--- config.mk ---
export PLATFORM = sky130hd
export DESIGN_NAME = two_way_sorted_merge
export DESIGN_NICKNAME = d
export VERILOG_FILES = /design/src/hw/rtl/tsm_pkg.sv /design/src/hw/rtl/two_way_sorted_merge.sv /design/src/hw/rtl/tsm_datapath.sv /design/src/hw/rtl/tsm_ctrl.sv
export SDC_FILE = /design/constraint.sdc
export NUM_CORES = 1
export LEC_CHECK = 0
export ABC_AREA = 1
export BUFFER_PORTS_ARGS = -buffer_cell sky130_fd_sc_hd__buf_2
export CORE_ASPECT_RATIO = 0.5
export CORE_MARGIN = 5
export CORE_UTILIZATION = 55
export CTS_CLUSTER_DIAMETER = 200
export CTS_CLUSTER_SIZE = 10
export DETAILED_ROUTE_END_ITERATION = 6
export GPL_TIMING_DRIVEN = 1
export HOLD_SLACK_MARGIN = 0.12
export MAX_ROUTING_LAYER = met4
export PLACE_DENSITY = 0.67
export SLEW_MARGIN = 5
export SYNTH_ARGS = -nofsm -noshare
export SYNTH_HDL_FRONTEND = slang
export SYNTH_SLANG_ARGS = --single-unit
--- constraint.sdc ---
create_clock -name clk -period 5.25 [get_ports clk]
set_clock_uncertainty 0.15 [all_clocks]
set_input_delay 0.2625 -clock clk [delete_from_list [all_inputs] [get_ports clk]]
set_output_delay 0.2625 -clock clk [all_outputs]
set_load 0.01 [all_outputs]
--- src/hw/rtl/tsm_pkg.sv ---
`timescale 1ns / 1ps
// ----------------------------------------------------------------------------
// tsm_pkg
// shared widths, constants and controller/datapath interface types for the
// two-way sorted merge
// ----------------------------------------------------------------------------
package tsm_pkg;

  localparam int VALUE_WIDTH = 32;
  localparam int FIFO_DEPTH  = 16;

  localparam int PTR_W       = $clog2(FIFO_DEPTH);
  localparam int CNT_W       = $clog2(FIFO_DEPTH + 1);
  localparam int MAX_RESULTS = FIFO_DEPTH + 1;
  localparam int EMIT_W      = $clog2(MAX_RESULTS + 1);

  // stream payload widths, padded to whole bytes
  localparam int S_TDATA_W = ((VALUE_WIDTH + 7) / 8) * 8;
  localparam int M_TDATA_W = ((VALUE_WIDTH + 2 + 7) / 8) * 8;

  // side codes
  localparam logic SIDE_LEFT  = 1'b0;
  localparam logic SIDE_RIGHT = 1'b1;

  // controller to datapath
  typedef struct packed {
    logic accept;     // take the input transaction: push and end mark
    logic pop;        // pop the selected head into the hold register
    logic shift_out;  // move the hold register to the output register
    logic finish;     // load the final result of the item
    logic hold_used;  // hold register carries an element for the final result
  } tsm_cmd_t;

  // datapath to controller
  typedef struct packed {
    logic pick_valid;  // a head can be emitted
    logic pick_right;  // the head to emit is on the right side
    logic out_free;    // output register can take a result this cycle
  } tsm_status_t;

endpackage

--- src/hw/rtl/two_way_sorted_merge.sv ---
`timescale 1ns / 1ps
// sequence: an accepted item releases n = 0..17 elements; it is first pushed,
// then each released head is popped in turn, then the item closes with the last result
// items: a new item is taken only after the previous one has closed; heads go through the single head-compare unit
// output stalls pause the emission; the last result may wait while the next item enters
// reset: rst is synchronous, active high; clears counts, pointers, end flags,
// signed_compare and the output valid; fifo contents and payload registers are not cleared
// ----------------------------------------------------------------------------
// two_way_sorted_merge
// streaming merge of two ascending sequences into one ascending stream
// ----------------------------------------------------------------------------
module two_way_sorted_merge
  import tsm_pkg::*;
(
  input  logic                 clk,
  input  logic                 rst,
  // configuration: signed_compare
  input  logic                 cfg_wen,
  input  logic                 cfg_wdata,
  // input transactions
  input  logic                 s_tvalid,
  output logic                 s_tready,
  input  logic [S_TDATA_W-1:0] s_tdata,   // value
  input  logic [1:0]           s_tuser,   // from_right, has_element
  input  logic                 s_tlast,   // ends_sequence
  // result transactions
  output logic                 m_tvalid,
  input  logic                 m_tready,
  output logic [M_TDATA_W-1:0] m_tdata,   // out_value, merge_done, overflow
  output logic [1:0]           m_tuser,   // out_valid, out_source
  output logic                 m_tlast    // run_last
);

  tsm_cmd_t    cmd;
  tsm_status_t st;

  // controller sequences each transaction: accept, then one pop per cycle
  // while a head can go out and the output is not stalled, then the closing result
  tsm_ctrl u_ctrl (
    .clk      (clk),
    .rst      (rst),
    .s_tvalid (s_tvalid),
    .s_tready (s_tready),
    .st       (st),
    .cmd      (cmd)
  );

  // datapath keeps both fifos, the compare, a one-deep hold stage that
  // lets the last element carry run_last, and the output register
  tsm_datapath u_dp (
    .clk            (clk),
    .rst            (rst),
    .cfg_wen        (cfg_wen),
    .cfg_wdata      (cfg_wdata),
    .in_from_right  (s_tuser[0]),
    .in_has_element (s_tuser[1]),
    .in_value       (s_tdata[VALUE_WIDTH-1:0]),
    .in_ends        (s_tlast),
    .cmd            (cmd),
    .st             (st),
    .m_tready       (m_tready),
    .m_tvalid       (m_tvalid),
    .m_tdata        (m_tdata),
    .m_tuser        (m_tuser),
    .m_tlast        (m_tlast)
  );

  // a pop only happens when the datapath reports an emittable head
  a_pop_has_head: assert property (@(posedge clk) disable iff (rst)
    cmd.pop |-> st.pick_valid)
    else $error("pop issued with no emittable head");

  // results enter the output register only when it is free
  a_load_when_free: assert property (@(posedge clk) disable iff (rst)
    (cmd.shift_out || cmd.finish) |-> st.out_free)
    else $error("output register overwritten");

  // a held element is shifted out only together with the next pop
  a_shift_with_pop: assert property (@(posedge clk) disable iff (rst)
    cmd.shift_out |-> cmd.pop)
    else $error("hold register shifted without a pop");

  // taking an item never overlaps with emitting results
  a_accept_exclusive: assert property (@(posedge clk) disable iff (rst)
    (s_tvalid && s_tready) |-> !(cmd.pop || cmd.finish))
    else $error("accept overlaps emission");

  // the closing result is presented with run_last set
  a_finish_marks_last: assert property (@(posedge clk) disable iff (rst)
    cmd.finish |=> (m_tvalid && m_tlast))
    else $error("final result missing run_last");

endmodule

--- src/hw/rtl/tsm_datapath.sv ---
`timescale 1ns / 1ps
// ----------------------------------------------------------------------------
// tsm_datapath
// side fifos, head compare, hold register and output register
// ----------------------------------------------------------------------------
module tsm_datapath
  import tsm_pkg::*;
(
  input  logic                   clk,
  input  logic                   rst,
  input  logic                   cfg_wen,
  input  logic                   cfg_wdata,
  input  logic                   in_from_right,
  input  logic                   in_has_element,
  input  logic [VALUE_WIDTH-1:0] in_value,
  input  logic                   in_ends,
  input  tsm_cmd_t               cmd,
  output tsm_status_t            st,
  input  logic                   m_tready,
  output logic                   m_tvalid,
  output logic [M_TDATA_W-1:0]   m_tdata,   // out_value, merge_done, overflow
  output logic [1:0]             m_tuser,   // out_valid, out_source
  output logic                   m_tlast    // run_last
);

  logic [VALUE_WIDTH-1:0] left_mem  [FIFO_DEPTH];
  logic [VALUE_WIDTH-1:0] right_mem [FIFO_DEPTH];

  logic [CNT_W-1:0] left_count, right_count;
  logic [PTR_W-1:0] left_rd, right_rd, left_wr, right_wr;
  logic             left_ended, right_ended;
  logic             signed_compare;
  logic             item_ovf;

  logic [VALUE_WIDTH-1:0] hold_value;
  logic                   hold_source;

  logic                   out_vld;
  logic [VALUE_WIDTH-1:0] out_value;
  logic                   out_valid, out_source, out_done, out_ovf, out_last;

  logic [VALUE_WIDTH-1:0] left_head, right_head, left_key, right_key, sign_flip;
  logic left_full, right_full, push_left, push_right, merge_done;

  function automatic logic [PTR_W-1:0] ptr_inc(input logic [PTR_W-1:0] p);
    ptr_inc = (p == PTR_W'(FIFO_DEPTH - 1)) ? '0 : p + 1'b1;
  endfunction

  assign left_head  = left_mem[left_rd];
  assign right_head = right_mem[right_rd];

  // flipping the sign bit turns a signed order into an unsigned one
  assign sign_flip = {signed_compare, {(VALUE_WIDTH - 1){1'b0}}};
  assign left_key  = left_head ^ sign_flip;
  assign right_key = right_head ^ sign_flip;

  assign left_full  = (left_count == CNT_W'(FIFO_DEPTH));
  assign right_full = (right_count == CNT_W'(FIFO_DEPTH));
  assign push_left  = cmd.accept && in_has_element && (in_from_right == SIDE_LEFT) &&
                      !left_full;
  assign push_right = cmd.accept && in_has_element && (in_from_right == SIDE_RIGHT) &&
                      !right_full;

  assign merge_done = left_ended && right_ended && (left_count == '0) &&
                      (right_count == '0);

  always_comb begin
    st.pick_valid = 1'b0;
    st.pick_right = 1'b0;
    if (left_count != '0 && right_count != '0) begin
      st.pick_valid = 1'b1;
      st.pick_right = !(left_key <= right_key);   // ties go left
    end else if (left_count != '0 && right_ended) begin
      st.pick_valid = 1'b1;
    end else if (right_count != '0 && left_ended) begin
      st.pick_valid = 1'b1;
      st.pick_right = 1'b1;
    end
    st.out_free = !out_vld || m_tready;
  end

  // fifo storage, no reset
  always_ff @(posedge clk) begin
    if (push_left) begin
      left_mem[left_wr] <= in_value;
    end
    if (push_right) begin
      right_mem[right_wr] <= in_value;
    end
  end

  // payload registers
  always_ff @(posedge clk) begin
    if (cmd.pop) begin
      hold_value  <= st.pick_right ? right_head : left_head;
      hold_source <= st.pick_right;
    end
    if (cmd.shift_out) begin
      out_value  <= hold_value;
      out_valid  <= 1'b1;
      out_source <= hold_source;
      out_done   <= 1'b0;
      out_ovf    <= item_ovf;
      out_last   <= 1'b0;
    end else if (cmd.finish) begin
      out_value  <= cmd.hold_used ? hold_value : '0;
      out_valid  <= cmd.hold_used;
      out_source <= cmd.hold_used ? hold_source : SIDE_LEFT;
      out_done   <= merge_done;
      out_ovf    <= item_ovf;
      out_last   <= 1'b1;
    end
    if (cmd.accept) begin
      item_ovf <= in_has_element &&
                  ((in_from_right == SIDE_RIGHT) ? right_full : left_full);
    end
  end

  // control state
  always_ff @(posedge clk) begin
    if (rst) begin
      left_count     <= '0;
      right_count    <= '0;
      left_rd        <= '0;
      right_rd       <= '0;
      left_wr        <= '0;
      right_wr       <= '0;
      left_ended     <= 1'b0;
      right_ended    <= 1'b0;
      signed_compare <= 1'b0;
      out_vld        <= 1'b0;
    end else begin
      if (cfg_wen) begin
        signed_compare <= cfg_wdata;
      end
      if (push_left) begin
        left_count <= left_count + 1'b1;
        left_wr    <= ptr_inc(left_wr);
      end
      if (push_right) begin
        right_count <= right_count + 1'b1;
        right_wr    <= ptr_inc(right_wr);
      end
      if (cmd.accept && in_ends) begin
        if (in_from_right == SIDE_RIGHT) begin
          right_ended <= 1'b1;
        end else begin
          left_ended <= 1'b1;
        end
      end
      if (cmd.pop) begin
        if (st.pick_right) begin
          right_count <= right_count - 1'b1;
          right_rd    <= ptr_inc(right_rd);
        end else begin
          left_count <= left_count - 1'b1;
          left_rd    <= ptr_inc(left_rd);
        end
      end
      if (cmd.finish && merge_done) begin
        left_ended  <= 1'b0;
        right_ended <= 1'b0;
      end
      if (cmd.shift_out || cmd.finish) begin
        out_vld <= 1'b1;
      end else if (m_tready) begin
        out_vld <= 1'b0;
      end
    end
  end

  always_comb begin
    m_tdata                  = '0;
    m_tdata[VALUE_WIDTH-1:0] = out_value;
    m_tdata[VALUE_WIDTH]     = out_done;
    m_tdata[VALUE_WIDTH+1]   = out_ovf;
  end

  assign m_tvalid = out_vld;
  assign m_tuser  = {out_source, out_valid};
  assign m_tlast  = out_last;

endmodule

--- src/hw/rtl/tsm_ctrl.sv ---
`timescale 1ns / 1ps
// ----------------------------------------------------------------------------
// tsm_ctrl
// per-transaction sequencer: take item, emit heads, close with final result
// ----------------------------------------------------------------------------
module tsm_ctrl
  import tsm_pkg::*;
(
  input  logic        clk,
  input  logic        rst,
  input  logic        s_tvalid,
  output logic        s_tready,
  input  tsm_status_t st,
  output tsm_cmd_t    cmd
);

  typedef enum logic {
    IDLE,
    EMIT
  } state_t;

  state_t           state, state_next;
  logic             hold_valid, hold_valid_next;
  logic [EMIT_W-1:0] emit_cnt, emit_cnt_next;
  logic             can_pop;

  assign s_tready = (state == IDLE);
  assign can_pop  = st.pick_valid && (emit_cnt < EMIT_W'(MAX_RESULTS));

  always_comb begin
    cmd             = '0;
    state_next      = state;
    hold_valid_next = hold_valid;
    emit_cnt_next   = emit_cnt;
    case (state)
      IDLE: begin
        if (s_tvalid) begin
          cmd.accept      = 1'b1;
          state_next      = EMIT;
          hold_valid_next = 1'b0;
          emit_cnt_next   = '0;
        end
      end
      EMIT: begin
        if (can_pop) begin
          // the held element leaves only once the next one is known
          if (!hold_valid || st.out_free) begin
            cmd.pop         = 1'b1;
            cmd.shift_out   = hold_valid;
            hold_valid_next = 1'b1;
            emit_cnt_next   = emit_cnt + 1'b1;
          end
        end else if (st.out_free) begin
          cmd.finish      = 1'b1;
          cmd.hold_used   = hold_valid;
          hold_valid_next = 1'b0;
          state_next      = IDLE;
        end
      end
      default: begin
        state_next = IDLE;
      end
    endcase
  end

  always_ff @(posedge clk) begin
    if (rst) begin
      state      <= IDLE;
      hold_valid <= 1'b0;
      emit_cnt   <= '0;
    end else begin
      state      <= state_next;
      hold_valid <= hold_valid_next;
      emit_cnt   <= emit_cnt_next;
    end
  end

endmodule
==> flow_summary.yaml, run 1 <==
sta:
  maxSlewHeadroom_pct: 21.5
  setup_ws_ps: 691
  setup_viol: 0
  slew_viol_final: 0
  rsz0062_at_grt: "no"
  worstMarginPinSlew_ps: 1170
  tns_ps: 0
  max_freq_ghz: 0.219
  post-route-period-util_pct: 86.8
  finalHoldViolCount: 0
  hold_slack_ps: 206
  finalCriticalPeriod_ps: 4560
min_path:
  hp-class: "in2reg"
power_and_ir_drop:
  netSwitchingFraction_pct: 20.1
  p_seq_share_pct: 54.0
  powerDensity_nw_per_um2: 352
  p_sw_mw: 3.74
  comb_power_share_pct: 2.7
  ir_drop_v: 0.000320
  leakagePower_nw: 17.7
  p_int_mw: 14.8
  power_frac_clock_pct: 43.2
synth:
  synth_edf_count: 1092
  yosys-top-cells-count: "edfxtp_1, inv_1, o21ai_0, a21oi_1"
  syn_inst: 3405
  ys_ff_latch: 1140
  synth_top_area_share_pct: 70.2
  yosysWarnings: 0
  synth-seq-area-share_pct: 72.3
  synth.area.top_cells: "edfxtp_1, mux2i_1, o211ai_1"
  synth.avg_cell_area_um2: 13.7
  syn_area_um2: 46700
  synthArstFlopShare_pct: 0
  synth.most_common_cell: "edfxtp_1"
  ys.flop_type: "edfxtp_1"
  synth.distinct_cells: 42
  synth_top_area_cell: "edfxtp_1"
global_routing:
  grt_pass1_wl_um: 177000
  grt_max_degree: 95
  antenna_found_initial: 3
  grt_pass1_vias: 27234
  grt_overflow: 0
  track_usage_pct: 26.8
layout:
  fillers: 6094
  synthToLayoutAreaGrowth_pct: 13.2
  fin_util_pct: 62.9
  layout-drive-gt1-share_pct: 10.6
  nets: 3648
floorplanning:
  die_h_um: 216
  io_pins: 86
  die_x_um: 422
  start_util_pct: 55.6
  rows: 75
  coreArea_um2: 84000
  die-area_um2: 91200
place:
  place.gp.congestion: 0.862
  io_buffer_count: 79
  pre_cts_ws_ps: 830
  hpwlAfterDp_um: 69500
flow_run:
  drv_cap: 0
setup_path:
  worstSetupPathType: "reg2reg"
  path_max_fanout: 48
  cp-start-kind: "flop"
  rrSetupSlack_ps: 690
  cp.arrival_ps: 4860
  critPathCaptureType: "flop"
  cp.required_ps: 5550
detailed_routing:
  vias_per_cell: 6.08
  drt-total-wl_um: 120000
  vias: 28733
  drc: 0
  wl_per_cell_um: 25.4
  first_pass_iters: 6
  drtIter0Drc: 3956
  postRouteAntennaNets: 0
cts:
  clockRootBuffer: "clkbuf_16"
  post_cts_resized: 0
  clk_pin_slew_ps: 60
  clkLatencyLatePin_ps: 720
  cts_tree: "yes"
  cts_htree_levels: 4
  clock_sinks: 1140
  cts_buffer_depth: 3
  cts_buffers: 131
outcome:
  status: "complete, no violations"
-- registers in the layout, indices dropped and copies added (netlist names), 4 cells and up, named ones only --
signal	flops
u_ctrl.emit_cnt	5
u_dp.hold_value	32
u_dp.right_count	5
u_dp.left_mem	512
u_dp.left_rd	4
u_dp.left_wr	4
u_dp.right_wr	4
u_dp.left_count	5
u_dp.right_mem	512
u_dp.right_rd	4
u_dp.out_value	32
-- critical path, stage by stage (launching register included) --
cell	delay (ps)
dfxtp_4	780
buf_12	310
buf_12	210
mux2i_1	210
o21ai_0	100
o211ai_1	240
nand2_1	130
inv_1	120
ha_1	250
a21oi_1	130
o21a_1	150
nand2_1	80
a21oi_1	280
nand2_1	120
nand2_2	150
nand2_4	110
inv_2	300
buf_12	240
o21ai_0	130
-- layout make-up --
cell class	count	area [um2]	share of cell area, %
Inverter	385	1460	2.75
Sequential cell	1140	33800	63.9
Timing Repair Buffer	222	1890	3.57
Antenna cell	3	7.51	0.0142
Clock buffer	174	3570	6.75
Clock inverter	3	37.5	0.0710
Tap cell	1116	1400	2.64
Multi-Input combinational cell	1680	10700	20.3
-- timing repair --
item,CTS,global route
hold buffers,47,0
hold endpoints to repair,1058,0
buffers inserted,0,0
-- cells by family (layout without fill, tap and decap cells) --
kind of cell	count (synthesis)	count (layout)	share of synthesized area [%]
buf+inv	590	784	5.32
simple gates	422	422	3.90
flops	1140	1140	72.3
mux	256	256	5.49
fa+ha+maj	47	47	1.26
other cells	1	9	0.00803
compound gates	937	937	11.5
xor+xnor	12	12	0.225
-- power by group through the flow --
stage          Sequential (mW)  Clock [mW]  Combinational (mW)
6_report                  10.0        8.03               0.507
3_5_place_dp              10.2           0               0.472
3_3_place_gp              10.2           0               0.460
2_1_floorplan             10.2           0               0.215
5_1_grt                   10.0        8.54               0.554
4_1_cts                   10.0        8.12               0.502
-- layer usage --
| layer | share of wire [%] | vias to the layer above | GRT usage [%] |
|---|---|---|---|
| li1 | - | 12786 | - |
| met1 | 44 | 14364 | 39.1 |
| met2 | 45 | 1392 | 39.1 |
| met3 | 9.6 | 191 | 5.32 |
| met4 | 2.0 | 0 | 7.07 |
| met5 | 0 | - | - |
-- cells in the final DEF, fill, tap and decap left out, drive strengths merged, types with 114 or more instances in the layout --
| cell | synthesis | final |
|---|---|---|
| nand2 | 200 | 200 |
| edfxtp | 1092 | 1092 |
| buf | 89 | 175 |
| inv | 383 | 386 |
| o21ai | 371 | 371 |
| nor2 | 114 | 114 |
| mux2i | 256 | 256 |
| o211ai | 256 | 256 |
| a21oi | 303 | 303 |
| clkbuf | 116 | 174 |
-- per-stage QoR --
step | power, mW | instances | cell area (um2)
after global routing | 19.1 | 4723 | 52800
after floorplan | 10.4 | 3410 | 46700
after global placement | 10.7 | 4496 | 48800
final | 18.6 | 4723 | 52800
after detailed placement | 10.7 | 4496 | 48800
after CTS | 18.7 | 4720 | 52800
-- worst paths after layout --
check | to | cells after the start | from
worst max-delay path | u_dp.hold_value[17]$_DFFE_PP_ | 18 | flop
worst min-delay path | u_dp.signed_compare$_SDFFE_PP0P_ | 4 | cfg_wdata
worst max register to register | u_dp.hold_value[17]$_DFFE_PP_ | 18 | flop
worst min register to register | u_dp.out_valid$_SDFFE_PP1P_ | 2 | u_dp.out_valid$_SDFFE_PP1P_
(Power assumes the default switching activity.)
==> run 2, diff against run 1 <==
- CAP_MARGIN: unset -> 10
- CTS_BUF_LIST: unset -> sky130_fd_sc_hd__clkbuf_2 sky130_fd_sc_hd__clkbuf_4 sky130_fd_sc_hd__clkbuf_8
==> flow_summary.yaml, run 2 (synthesis gave the netlist of run 1 again) <==
outcome:
  status: "finished with violations"
  violations: "DRC"
cts:
  cts_buffers: 131
  cts_htree_levels: 4
  clkLatencyLatePin_ps: 800
  cts_tree: "yes"
  cts_buffer_depth: 3
  clock_sinks: 1140
  clk_pin_slew_ps: 80
  clockRootBuffer: "clkbuf_8"
setup_path:
  rrSetupSlack_ps: 730
  worstSetupPathType: "reg2reg"
  cp.required_ps: 5630
  cp.arrival_ps: 4900
  critPathCaptureType: "flop"
  cp-start-kind: "flop"
  path_max_fanout: 48
place:
  place.gp.congestion: 0.862
  hpwlAfterDp_um: 69500
  pre_cts_ws_ps: 830
  io_buffer_count: 79
sta:
  setup_viol: 0
  rsz0062_at_grt: "no"
  slew_viol_final: 0
  tns_ps: 0
  maxSlewHeadroom_pct: 21.0
  setup_ws_ps: 734
  post-route-period-util_pct: 86.0
  finalHoldViolCount: 0
  finalCriticalPeriod_ps: 4520
  worstMarginPinSlew_ps: 1180
  max_freq_ghz: 0.221
floorplanning:
  die_x_um: 422
  rows: 75
  start_util_pct: 55.6
  die-area_um2: 91200
  io_pins: 86
  die_h_um: 216
  coreArea_um2: 84000
detailed_routing:
  postRouteAntennaNets: 0
  vias_per_cell: 6.00
  drt-total-wl_um: 119000
  drc: 2
  vias: 28363
  wl_per_cell_um: 25.2
  drtIter0Drc: 3468
  first_pass_iters: 7
global_routing:
  grt_overflow: 0
  antenna_found_initial: 3
  grt_max_degree: 95
  track_usage_pct: 26.6
  grt_pass1_wl_um: 175000
  grt_pass1_vias: 27073
power_and_ir_drop:
  comb_power_share_pct: 3.1
  powerDensity_nw_per_um2: 314
  p_seq_share_pct: 62.0
  p_total_mw: 16.2
  leakagePower_nw: 17.2
  p_sw_mw: 3.39
  netSwitchingFraction_pct: 21.0
  power_frac_clock_pct: 34.8
  ir_drop_v: 0.000245
  p_int_mw: 12.8
layout:
  layout_commonest_cell: "edfxtp_1"
  layout-drive-gt1-share_pct: 11.6
  synthToLayoutAreaGrowth_pct: 10.2
  nets: 3652
  layout_common_cells: "edfxtp_1, inv_1, o21ai_0"
  reg_top3: "u_dp.left_mem x512, u_dp.right_mem x512"
min_path:
  hp-class: "in2reg"
  worstHoldStart: "rst"
flow_run:
  drv_cap: 0
==> run 2: changes by cell type in the layout (fill, tap and decap cells not counted), sizes merged <==
cell / change
clkinvlp: +2
dlygate4sd3: +4
inv: -2
==> run 2: metrics by stage <==
step	instance area, um2	hold slack [ps]	cells	util (%)
4_1_cts	51500	148	4724	61.3
3_3_place_gp	48800	275	4496	58.0
2_1_floorplan	46700	182	3410	-
6_report	51500	253	4727	61.3
5_1_grt	51500	264	4727	61.3
3_5_place_dp	48800	283	4496	58.0
==> run 2: worst paths after layout <==
check	depth (start not counted)	endpoint
max	18	u_dp.hold_value[17]$_DFFE_PP_
min	3	u_dp.left_rd[3]$_SDFFE_PP0P_
max reg2reg	18	u_dp.hold_value[17]$_DFFE_PP_
min reg2reg	2	u_dp.out_valid$_SDFFE_PP1P_
==> run 2: power groups by stage <==
stage | Combinational, mW | Sequential, mW | Clock [mW]
floorplan | 0.215 | 10.2 | 0
global placement | 0.460 | 10.2 | 0
detailed placement | 0.472 | 10.2 | 0
CTS | 0.504 | 10.0 | 5.73
global route | 0.556 | 10.0 | 6.13
finish | 0.508 | 10.0 | 5.63
==> run 2: layout make-up <==
| class | instances | area, um2 |
|---|---|---|
| antenna | 3 | 7.51 |
| fill | 6293 | 32500 |
| multi-input combinational | 1680 | 10700 |
| inverter | 385 | 1460 |
| clock inverter | 3 | 26.3 |
| sequential | 1140 | 33800 |
| tap | 1116 | 1400 |
| timing repair buffer | 226 | 1930 |
| clock buffer | 174 | 2160 |
==> run 2: repair_timing <==
action,4_1_cts,5_1_grt
setup buffers,0,0
hold buffers,51,0
gates resized for setup,0,0
setup endpoints to repair,0,0
endpoints found under the hold margin,1095,0
==> run 2: critical path, cell delays in order (launching register included) <==
cell	delay (ps)
dfxtp_4	790
buf_12	300
buf_12	240
mux2i_1	100
o211ai_1	170
o211ai_1	120
nand2_1	160
inv_1	120
ha_1	300
nand2_1	60
nor2_1	140
nand2_1	100
nor3b_2	310
a21oi_1	140
nand2_2	170
nand2_4	110
inv_2	290
buf_12	250
o21ai_0	120
==> run 2: layer usage <==
metal	global-route usage (%)	share of wire (%)	vias up
li1	-	-	12745
met1	38.3	44	14071
met4	8.11	2.5	0
met3	6.29	9.7	220
met2	38.1	44	1327
met5	-	0	-
